==> config.mk <==
export PLATFORM = sky130hd
export DESIGN_NAME = sliding_window_average_flat
export DESIGN_NICKNAME = d
export VERILOG_FILES = /design/src/sv/swa_pkg.sv /design/src/sv/swa_if.sv /design/src/sv/sliding_window_average.sv /design/src/flat_wrapper.sv
export VERILOG_INCLUDE_DIRS = /design/src /design/src/sv
export SDC_FILE = /design/constraint.sdc
export NUM_CORES = 1
export LEC_CHECK = 0
export BUFFER_PORTS_ARGS = -buffer_cell sky130_fd_sc_hd__buf_2
export CORE_ASPECT_RATIO = 1.4
export CORE_MARGIN = 4
export CORE_UTILIZATION = 30
export CTS_BUF_LIST = sky130_fd_sc_hd__clkbuf_4 sky130_fd_sc_hd__clkbuf_8
export DETAILED_ROUTE_END_ITERATION = 8
export SETUP_SLACK_MARGIN = 0.02
export SYNTH_ARGS = -nofsm -noshare
export SYNTH_HDL_FRONTEND = slang
export SYNTH_SLANG_ARGS = --single-unit
export TNS_END_PERCENT = 5
==> constraint.sdc <==
create_clock -name clk_i -period 4.6 [get_ports clk_i]
set_input_delay 0.46 -clock clk_i [delete_from_list [all_inputs] [get_ports clk_i]]
set_output_delay 0.46 -clock clk_i [all_outputs]
set_load 0.01 [all_outputs]
==> src/sv/sliding_window_average_defines.svh <==
// Assertion macros for the sliding window average block.
`ifndef SLIDING_WINDOW_AVERAGE_DEFINES_SVH
`define SLIDING_WINDOW_AVERAGE_DEFINES_SVH

`ifndef ASSERT_OFF
// Check a property on every rising clock edge outside reset.
`define SWA_ASSERT(lbl, clk, rst_n, prop, msg) \
  lbl: assert property (@(posedge clk) disable iff (!rst_n) (prop)) \
    else $error(msg);
// Check that a condition never holds outside reset.
`define SWA_ASSERT_NEVER(lbl, clk, rst_n, cond, msg) \
  lbl: assert property (@(posedge clk) disable iff (!rst_n) !(cond)) \
    else $error(msg);
`else
`define SWA_ASSERT(lbl, clk, rst_n, prop, msg)
`define SWA_ASSERT_NEVER(lbl, clk, rst_n, cond, msg)
`endif

`endif

==> src/sv/swa_pkg.sv <==
`default_nettype none

package swa_pkg;

  localparam int unsigned MAX_WINDOW_DEF  = 64;
  localparam int unsigned SAMPLE_BITS_DEF = 16;

  // Width of the window length register.
  localparam int unsigned CFG_BITS = 7;

  typedef logic [CFG_BITS-1:0] cfg_t;

  localparam cfg_t WINDOW_RESET = cfg_t'(1);
  localparam cfg_t COUNT_MAX    = cfg_t'(127);

endpackage

`default_nettype wire

==> src/sv/swa_if.sv <==
`default_nettype none

// Sample channel into the filter.
interface swa_in_if #(
  parameter int unsigned SAMPLE_BITS = swa_pkg::SAMPLE_BITS_DEF
);
  logic                          valid;
  logic                          ready;
  logic signed [SAMPLE_BITS-1:0] sample;
  logic                          last;

  modport source (output valid, output sample, output last, input ready);
  modport sink   (input valid, input sample, input last, output ready);
endinterface

// Result channel out of the filter.
interface swa_out_if #(
  parameter int unsigned SAMPLE_BITS = swa_pkg::SAMPLE_BITS_DEF
);
  logic                          valid;
  logic                          ready;
  logic signed [SAMPLE_BITS-1:0] value;
  logic                          averaged;

  modport source (output valid, output value, output averaged, input ready);
  modport sink   (input valid, input value, input averaged, output ready);
endinterface

// Window length write channel.
interface swa_cfg_if;
  logic         valid;
  logic         ready;
  swa_pkg::cfg_t data;

  modport source (output valid, output data, input ready);
  modport sink   (input valid, input data, output ready);
endinterface

`default_nettype wire

==> src/sv/sliding_window_average.sv <==
// Simple moving average filter. Each signed sample on in_i gives one result on out_o: during
// the first W-1 samples of a sequence the sample itself with averaged low, from then on the
// sum of the last W samples divided by W (truncated toward zero, saturated to the sample
// range) with averaged high. A sample with last set closes the sequence and clears the count
// and the sum. W is written through cfg_i (0 acts as 1, values above MAX_WINDOW act as
// MAX_WINDOW) and takes effect with the next sample. The recent samples sit in a one-port-write,
// one-port-read memory of MAX_WINDOW entries with a registered read; it needs no clearing after
// reset. One sample at a time is in flight: a passthrough sample goes through accept and memory read,
// sum update and output load; an averaged sample also passes through the restoring divider,
// which retires one quotient bit per cycle, between the sum update and the output load.
// The next sample is taken while a result still waits on out_o.
`default_nettype none

module sliding_window_average #(
  parameter int unsigned MAX_WINDOW  = swa_pkg::MAX_WINDOW_DEF,
  parameter int unsigned SAMPLE_BITS = swa_pkg::SAMPLE_BITS_DEF
) (
  input  wire       clk_i,
  input  wire       rst_ni,
  swa_in_if.sink    in_i,
  swa_out_if.source out_o,
  swa_cfg_if.sink   cfg_i
);

`include "sliding_window_average_defines.svh"

  localparam int unsigned CFG_BITS  = swa_pkg::CFG_BITS;
  localparam int unsigned SLOT_BITS = (MAX_WINDOW > 1) ? $clog2(MAX_WINDOW) : 1;
  localparam int unsigned SUM_BITS  = SAMPLE_BITS + SLOT_BITS;
  localparam int unsigned IDX_BITS  = ((SLOT_BITS > CFG_BITS) ? SLOT_BITS : CFG_BITS) + 1;
  localparam int unsigned REM_BITS  = CFG_BITS + 1;
  localparam int unsigned CNT_BITS  = $clog2(SUM_BITS + 1);
  localparam int unsigned CLAMP_W   = (MAX_WINDOW < 127) ? MAX_WINDOW : 127;

  localparam logic [SUM_BITS-1:0] POS_LIM =
    {{(SUM_BITS-SAMPLE_BITS+1){1'b0}}, {(SAMPLE_BITS-1){1'b1}}};
  localparam logic [SUM_BITS-1:0] NEG_LIM =
    {{(SUM_BITS-SAMPLE_BITS){1'b0}}, 1'b1, {(SAMPLE_BITS-1){1'b0}}};
  localparam logic [SAMPLE_BITS-1:0] VAL_MAX = {1'b0, {(SAMPLE_BITS-1){1'b1}}};
  localparam logic [SAMPLE_BITS-1:0] VAL_MIN = {1'b1, {(SAMPLE_BITS-1){1'b0}}};

  localparam logic [1:0] S_IDLE = 2'd0;
  localparam logic [1:0] S_READ = 2'd1;
  localparam logic [1:0] S_DIV  = 2'd2;
  localparam logic [1:0] S_OUT  = 2'd3;

  logic [1:0]                 state_q, state_d;
  swa_pkg::cfg_t              window_q;
  logic [SLOT_BITS-1:0]       ws_q, ws_d;
  swa_pkg::cfg_t              fill_q, fill_d;
  logic [SUM_BITS-1:0]        sum_q, sum_d;
  logic [SAMPLE_BITS-1:0]     s_q, s_d;
  logic                       last_q, last_d;
  logic                       avg_q, avg_d;
  logic                       self_q, self_d;
  swa_pkg::cfg_t              w_q, w_d;
  logic                       neg_q, neg_d;
  logic [SUM_BITS-1:0]        quo_q, quo_d;
  logic [REM_BITS-1:0]        rem_q, rem_d;
  logic [CNT_BITS-1:0]        cnt_q, cnt_d;
  logic                       out_valid_q, out_valid_d;
  logic [SAMPLE_BITS-1:0]     value_q, value_d;
  logic                       averaged_q, averaged_d;

  logic [SAMPLE_BITS-1:0]     mem [MAX_WINDOW];
  logic [SAMPLE_BITS-1:0]     rdata_q;

  logic                       in_xfer;
  logic                       out_free;
  swa_pkg::cfg_t              w_eff;
  swa_pkg::cfg_t              wm1;
  logic [IDX_BITS-1:0]        ws_x, wm1_x;
  logic [IDX_BITS-1:0]        old_idx;
  logic [SLOT_BITS-1:0]       raddr;
  logic [SAMPLE_BITS-1:0]     old_s;
  logic [SUM_BITS-1:0]        mag;
  logic [REM_BITS-1:0]        rem_sh;
  logic                       q_bit;
  logic [SAMPLE_BITS-1:0]     sat_val;

  assign in_i.ready     = (state_q == S_IDLE);
  assign in_xfer        = in_i.valid && in_i.ready;
  assign cfg_i.ready    = 1'b1;
  assign out_o.valid    = out_valid_q;
  assign out_o.value    = value_q;
  assign out_o.averaged = averaged_q;
  assign out_free       = !out_valid_q || out_o.ready;

  // Effective window: zero acts as one, clamp to the store depth.
  always_comb begin
    w_eff = window_q;
    if (window_q == '0) begin
      w_eff = swa_pkg::cfg_t'(1);
    end else if (window_q > CLAMP_W[CFG_BITS-1:0]) begin
      w_eff = CLAMP_W[CFG_BITS-1:0];
    end
  end
  assign wm1 = w_eff - swa_pkg::cfg_t'(1);

  // Slot of the sample leaving the window, W-1 behind the one being written.
  assign ws_x    = IDX_BITS'(ws_q);
  assign wm1_x   = IDX_BITS'(wm1);
  assign old_idx = (ws_x >= wm1_x) ? (ws_x - wm1_x)
                                   : (ws_x + IDX_BITS'(MAX_WINDOW) - wm1_x);
  assign raddr   = old_idx[SLOT_BITS-1:0];

  // With a window of one the leaving sample is the one just taken.
  assign old_s = self_q ? s_q : rdata_q;
  assign mag   = sum_q[SUM_BITS-1] ? (~sum_q + SUM_BITS'(1)) : sum_q;

  assign rem_sh = {rem_q[CFG_BITS-1:0], quo_q[SUM_BITS-1]};
  assign q_bit  = (rem_sh >= {1'b0, w_q});

  always_comb begin
    if (!neg_q) begin
      sat_val = (quo_q > POS_LIM) ? VAL_MAX : quo_q[SAMPLE_BITS-1:0];
    end else begin
      sat_val = (quo_q > NEG_LIM) ? VAL_MIN : (~quo_q[SAMPLE_BITS-1:0] + SAMPLE_BITS'(1));
    end
  end

  always_comb begin
    state_d     = state_q;
    ws_d        = ws_q;
    fill_d      = fill_q;
    sum_d       = sum_q;
    s_d         = s_q;
    last_d      = last_q;
    avg_d       = avg_q;
    self_d      = self_q;
    w_d         = w_q;
    neg_d       = neg_q;
    quo_d       = quo_q;
    rem_d       = rem_q;
    cnt_d       = cnt_q;
    out_valid_d = out_valid_q;
    value_d     = value_q;
    averaged_d  = averaged_q;

    if (out_valid_q && out_o.ready) begin
      out_valid_d = 1'b0;
    end

    unique case (state_q)
      S_IDLE: begin
        if (in_xfer) begin
          s_d    = in_i.sample;
          last_d = in_i.last;
          w_d    = w_eff;
          self_d = (w_eff == swa_pkg::cfg_t'(1));
          avg_d  = !(fill_q < wm1);
          sum_d  = sum_q + {{(SUM_BITS-SAMPLE_BITS){in_i.sample[SAMPLE_BITS-1]}},
                            in_i.sample};
          ws_d   = (ws_q == SLOT_BITS'(MAX_WINDOW - 1)) ? '0 : ws_q + SLOT_BITS'(1);
          if (in_i.last) begin
            fill_d = '0;
          end else if (fill_q != swa_pkg::COUNT_MAX) begin
            fill_d = fill_q + swa_pkg::cfg_t'(1);
          end
          state_d = S_READ;
        end
      end
      S_READ: begin
        // Latch the dividend, then clear the sum after a last sample or drop the leaving sample from it once averaging.
        neg_d = sum_q[SUM_BITS-1];
        quo_d = mag;
        rem_d = '0;
        cnt_d = CNT_BITS'(SUM_BITS);
        if (last_q) begin
          sum_d = '0;
        end else if (avg_q) begin
          sum_d = sum_q - {{(SUM_BITS-SAMPLE_BITS){old_s[SAMPLE_BITS-1]}}, old_s};
        end
        state_d = avg_q ? S_DIV : S_OUT;
      end
      S_DIV: begin
        rem_d = q_bit ? (rem_sh - {1'b0, w_q}) : rem_sh;
        quo_d = {quo_q[SUM_BITS-2:0], q_bit};
        cnt_d = cnt_q - CNT_BITS'(1);
        if (cnt_q == CNT_BITS'(1)) begin
          state_d = S_OUT;
        end
      end
      S_OUT: begin
        if (out_free) begin
          out_valid_d = 1'b1;
          value_d     = avg_q ? sat_val : s_q;
          averaged_d  = avg_q;
          state_d     = S_IDLE;
        end
      end
      default: begin
        state_d = S_IDLE;
      end
    endcase
  end

  always_ff @(posedge clk_i or negedge rst_ni) begin
    if (!rst_ni) begin
      state_q     <= S_IDLE;
      window_q    <= swa_pkg::WINDOW_RESET;
      ws_q        <= '0;
      fill_q      <= '0;
      sum_q       <= '0;
      cnt_q       <= '0;
      out_valid_q <= 1'b0;
    end else begin
      state_q     <= state_d;
      ws_q        <= ws_d;
      fill_q      <= fill_d;
      sum_q       <= sum_d;
      cnt_q       <= cnt_d;
      out_valid_q <= out_valid_d;
      if (cfg_i.valid && cfg_i.ready) begin
        window_q <= cfg_i.data;
      end
    end
  end

  always_ff @(posedge clk_i) begin
    s_q        <= s_d;
    last_q     <= last_d;
    avg_q      <= avg_d;
    self_q     <= self_d;
    w_q        <= w_d;
    neg_q      <= neg_d;
    quo_q      <= quo_d;
    rem_q      <= rem_d;
    value_q    <= value_d;
    averaged_q <= averaged_d;
  end

  // Sample store: write the new sample, read the leaving one in the same cycle.
  always_ff @(posedge clk_i) begin
    if (in_xfer) begin
      mem[ws_q] <= in_i.sample;
      rdata_q   <= mem[raddr];
    end
  end

  `SWA_ASSERT(a_accept_then_read, clk_i, rst_ni, in_xfer |=> state_q == S_READ, "accepted sample did not move to the read step")
  `SWA_ASSERT(a_div_only_avg, clk_i, rst_ni, state_q == S_DIV |-> avg_q && cnt_q != '0, "divider running for a passthrough sample or with an empty count")
  `SWA_ASSERT(a_rem_below_div, clk_i, rst_ni, state_q == S_DIV |-> rem_q < {1'b0, w_q}, "divider remainder not below the window")
  `SWA_ASSERT(a_last_clears, clk_i, rst_ni, in_xfer && in_i.last |-> ##2 sum_q == '0 && fill_q == '0, "last transfer did not clear the count and the sum")

endmodule

`default_nettype wire
==> src/flat_wrapper.sv <==
// flat-port wrapper written by rule: the top's interface ports become plain ports
module sliding_window_average_flat 
#(
  parameter int unsigned MAX_WINDOW  = swa_pkg::MAX_WINDOW_DEF,
  parameter int unsigned SAMPLE_BITS = swa_pkg::SAMPLE_BITS_DEF
)
  (clk_i, rst_ni, in_i_valid, in_i_sample, in_i_last, in_i_ready, out_o_valid, out_o_value, out_o_averaged, out_o_ready, cfg_i_valid, cfg_i_data, cfg_i_ready);
  swa_in_if #(.SAMPLE_BITS(SAMPLE_BITS)) in_i_i ();
  swa_out_if #(.SAMPLE_BITS(SAMPLE_BITS)) out_o_i ();
  swa_cfg_if cfg_i_i ();
  input  wire clk_i;
  input  wire rst_ni;
  input wire logic [$bits(in_i_i.valid)-1:0] in_i_valid;
  input wire logic [$bits(in_i_i.sample)-1:0] in_i_sample;
  input wire logic [$bits(in_i_i.last)-1:0] in_i_last;
  output wire logic [$bits(in_i_i.ready)-1:0] in_i_ready;
  output wire logic [$bits(out_o_i.valid)-1:0] out_o_valid;
  output wire logic [$bits(out_o_i.value)-1:0] out_o_value;
  output wire logic [$bits(out_o_i.averaged)-1:0] out_o_averaged;
  input wire logic [$bits(out_o_i.ready)-1:0] out_o_ready;
  input wire logic [$bits(cfg_i_i.valid)-1:0] cfg_i_valid;
  input wire logic [$bits(cfg_i_i.data)-1:0] cfg_i_data;
  output wire logic [$bits(cfg_i_i.ready)-1:0] cfg_i_ready;
  assign in_i_i.valid = in_i_valid;
  assign in_i_i.sample = in_i_sample;
  assign in_i_i.last = in_i_last;
  assign in_i_ready = in_i_i.ready;
  assign out_o_valid = out_o_i.valid;
  assign out_o_value = out_o_i.value;
  assign out_o_averaged = out_o_i.averaged;
  assign out_o_i.ready = out_o_ready;
  assign cfg_i_i.valid = cfg_i_valid;
  assign cfg_i_i.data = cfg_i_data;
  assign cfg_i_ready = cfg_i_i.ready;
  sliding_window_average #(.MAX_WINDOW(MAX_WINDOW), .SAMPLE_BITS(SAMPLE_BITS)) u_core (.clk_i(clk_i), .rst_ni(rst_ni), .in_i(in_i_i), .out_o(out_o_i), .cfg_i(cfg_i_i));
endmodule
==> run_results.csv <==
group,metric,value,unit
logic_synthesis,synthFlopType,"edfxtp_1",
logic_synthesis,synth_nets,2941,
logic_synthesis,avgSynthCellArea,17.1,sq um
placed_design,dpl_cell_area,53000,sq um
clock_network,cts.sinks,1163,
setup_path,cp.buffers_inverters,5,
routing,wl_per_cell,23.8,um
routing,route.detailed.drc,0,
timing,period_needed,4510,ps
clock_network,clkTransAtPathRegs,60,ps
die,die_h,485,um
setup_path,critPathMaxFanout,17,
clock_network,cts_tree,"yes",
global_route,grt_pass1_wl,189000,um
power,total_power,42.3,mW
logic_synthesis,netlist_instances,2841,
power,p_leak,18.9,nW
placed_design,preCtsSetupSlack,-183,ps
setup_path,cp-end-kind,"flop",
global_route,grtUsageTotal,15.1,%
timing,slew_headroom,14.7,%
setup_path,cp.required,5180,ps
logic_synthesis,synth_edf_count,1113,
logic_synthesis,ys_ff_latch,1163,
hold_path,hp-class,"input pin to flop",
logic_synthesis,synthArstFlopShare,4.30,%
cells_and_area,area_growth,17.2,%
clock_network,clk_path_buf_depth,3,
power,ir_drop,0.607,mV
routing,vias_per_cell,5.03,
status,status,"complete, no violations",
die,die_x,349,um
timing,fin_skew,67.7,ps
setup_path,critPathKind,"flop to flop",
timing,worst_pin_slew,1270,ps
clock_network,htree_levels,4,
timing,slew_viol_final,0,
setup_path,r2r_slack,90,ps
die,ios,49,
setup_path,crit_path_start_kind,"flop",
timing,fin_crit_sh,98.1,%
logic_synthesis,synth_top_area_share,68.6,%
power,p_per_area,741,nW/um^2
die,core,161000,sq um
clock_network,clk_latency,890,ps
global_route,first_global_vias,27900,
placed_design,dpl.hpwl,82100,um
routing,vias,27300,
routing,antenna_left,0,
setup_path,cp_data_arrival_time,5090,ps
logic_synthesis,synthTopCellsByCount,"edfxtp_1, nand2_1, mux4_2, nor2_1, clkbuf_1",
global_route,antenna_found_initial,10,
die,dieArea,169000,sq um
logic_synthesis,synth.area.top_cells,"edfxtp_1, mux4_2, dfrtp_1",
cells_and_area,nets,3269,
clock_network,root_buffer,"clkbuf_8",
timing,setup_ws,85.3,ps
setup_path,cpPeakStageDelay,900,ps
logic_synthesis,synth_top_area_cell,"edfxtp_1",
timing,rsz0062_at_grt,"true",
routing,first_pass_iters,7,
routing,routed_wl,129000,um
timing,finalHoldViolCount,0,
die,num_rows,174,
placed_design,io_buffers,47,
global_route,grt-ovfl-total,0,
setup_path,crit_family,"adder cells",
logic_synthesis,netlist_area,48700,sq um
logic_synthesis,ys_seq_area_share,71.2,%
logic_synthesis,synth_most_common_cell,"edfxtp_1",
placed_design,gp_congestion,0.828,
die,start_util,30.2,%
logic_synthesis,yosysUniqueCellTypes,70,
cells_and_area,final_cell_area,57100,sq um
cells_and_area,drive_gt1_share,25.9,%
clock_network,cts_made_buffers,178,
run,max_cap_viol_count,0,
setup_path,path_cells,"nor4_4 > a21oi_2 > or2_2 > ha_1 > inv_1 > fa_4 > buf_8 > buf_12 > buf_12 > buf_4 > mux4_2 > nand2_1 > nand2_1 > o211ai_1 > a31oi_1",
logic_synthesis,yosys_warnings,0,
timing,fmax,0.221,GHz
setup_path,cp_slowest_cell,"fa_4",
cells_and_area,final_util,35.4,%
timing,setup_violations,0,
routing,first_iter_violations,2253,
global_route,grt_start_max_net_pins,74,
[path summary, 6_finish.rpt]
path,depth (start not counted),from,to
max,15,u_core.window_q[3],u_core.rdata_q[12]
min,1,in_i_sample[1],u_core.mem[42][1]
max reg2reg,15,u_core.window_q[3],u_core.rdata_q[12]
min reg2reg,1,u_core.cnt_q[3],u_core.cnt_q[3]
max in group asynchronous,3,rst_ni,u_core.ws_q[0]
min in group asynchronous,3,rst_ni,u_core.fill_q[0]
[layout make-up]
cell class                      instances  area (sq um)
Fill cell                           15100        104000
Sequential cell                      1163         34700
Multi-Input combinational cell       1482         13500
Clock buffer                          229          2830
Tap cell                             2112          2640
Timing Repair Buffer                  296          2510
Clock inverter                         96           724
Inverter                               48           180
Antenna cell                            4          10.0
[flip-flops by register name, summed over array words and instances (netlist names)]
signal / count
u_core.avg_q: 1
u_core.cnt_q: 5
u_core.fill_q: 7
u_core.last_q: 1
u_core.mem: 1024
u_core.neg_q: 1
u_core.out_o.averaged: 1
u_core.out_o.valid: 1
u_core.out_o.value: 16
u_core.quo_q: 22
u_core.rdata_q: 16
u_core.rem_q: 7
u_core.s_q: 16
u_core.self_q: 1
u_core.state_q: 2
u_core.sum_q: 22
u_core.w_q: 7
u_core.window_q: 7
u_core.ws_q: 6
[timing repair]
action,CTS,global route
setup buffers,0,7
resized for setup,16,18
hold buffers,24,0
endpoints found under the setup margin,16,16
pin swaps,1,9
endpoints found under the hold margin,86,0
[metal layers]
metal  wire length [um]  GRT usage [%]  vias up
met5                  7              0        -
met4               4150           5.54        2
met3               7340           2.61      206
met2              66300           26.2      908
met1              51400           18.9    14200
li1                   -              -    12000
[cells in the final DEF (no fill, tap or decap), types with 51 or more instances in the layout]
cell	instances
a211oi_1	67
a21oi_1	77
and2_1	53
buf_4	197
clkbuf_4	51
clkbuf_8	178
clkinv_1	53
edfxtp_1	1113
ha_1	65
mux4_2	256
nand2_1	285
nor2_1	143
o21ai_0	96
[cell families after synthesis]
group | count (synthesis) | share of synthesized area, %
adders and majority gates | 76 | 1.99
AOI/OAI and AO/OA | 420 | 5.69
other | 1 | 0.00770
xor gates and xnor gates | 68 | 1.22
DFF | 1163 | 71.2
muxes | 286 | 12.5
buffers and inverters | 196 | 1.56
and+or+nand+nor | 631 | 5.87
[report_power, final]
part           switching (mW)  internal, mW  leakage, nW
Combinational            11.9          8.69         6.36
Clock                    4.13          4.49         1.87
Sequential              0.645          12.5         10.7
Total                    16.6          25.7         18.9
[through the flow]
stage          hold slack (ps)  setup TNS, ps  std cells
6_report                  71.1              0       5430
5_1_grt                   26.7          -75.7       5429
4_1_cts                   10.2              0       5419
3_5_place_dp               493          -1670       5070
3_3_place_gp               492          -2890       5070
2_1_floorplan              164              0       2841
Power figures use the tool's default switching activity.
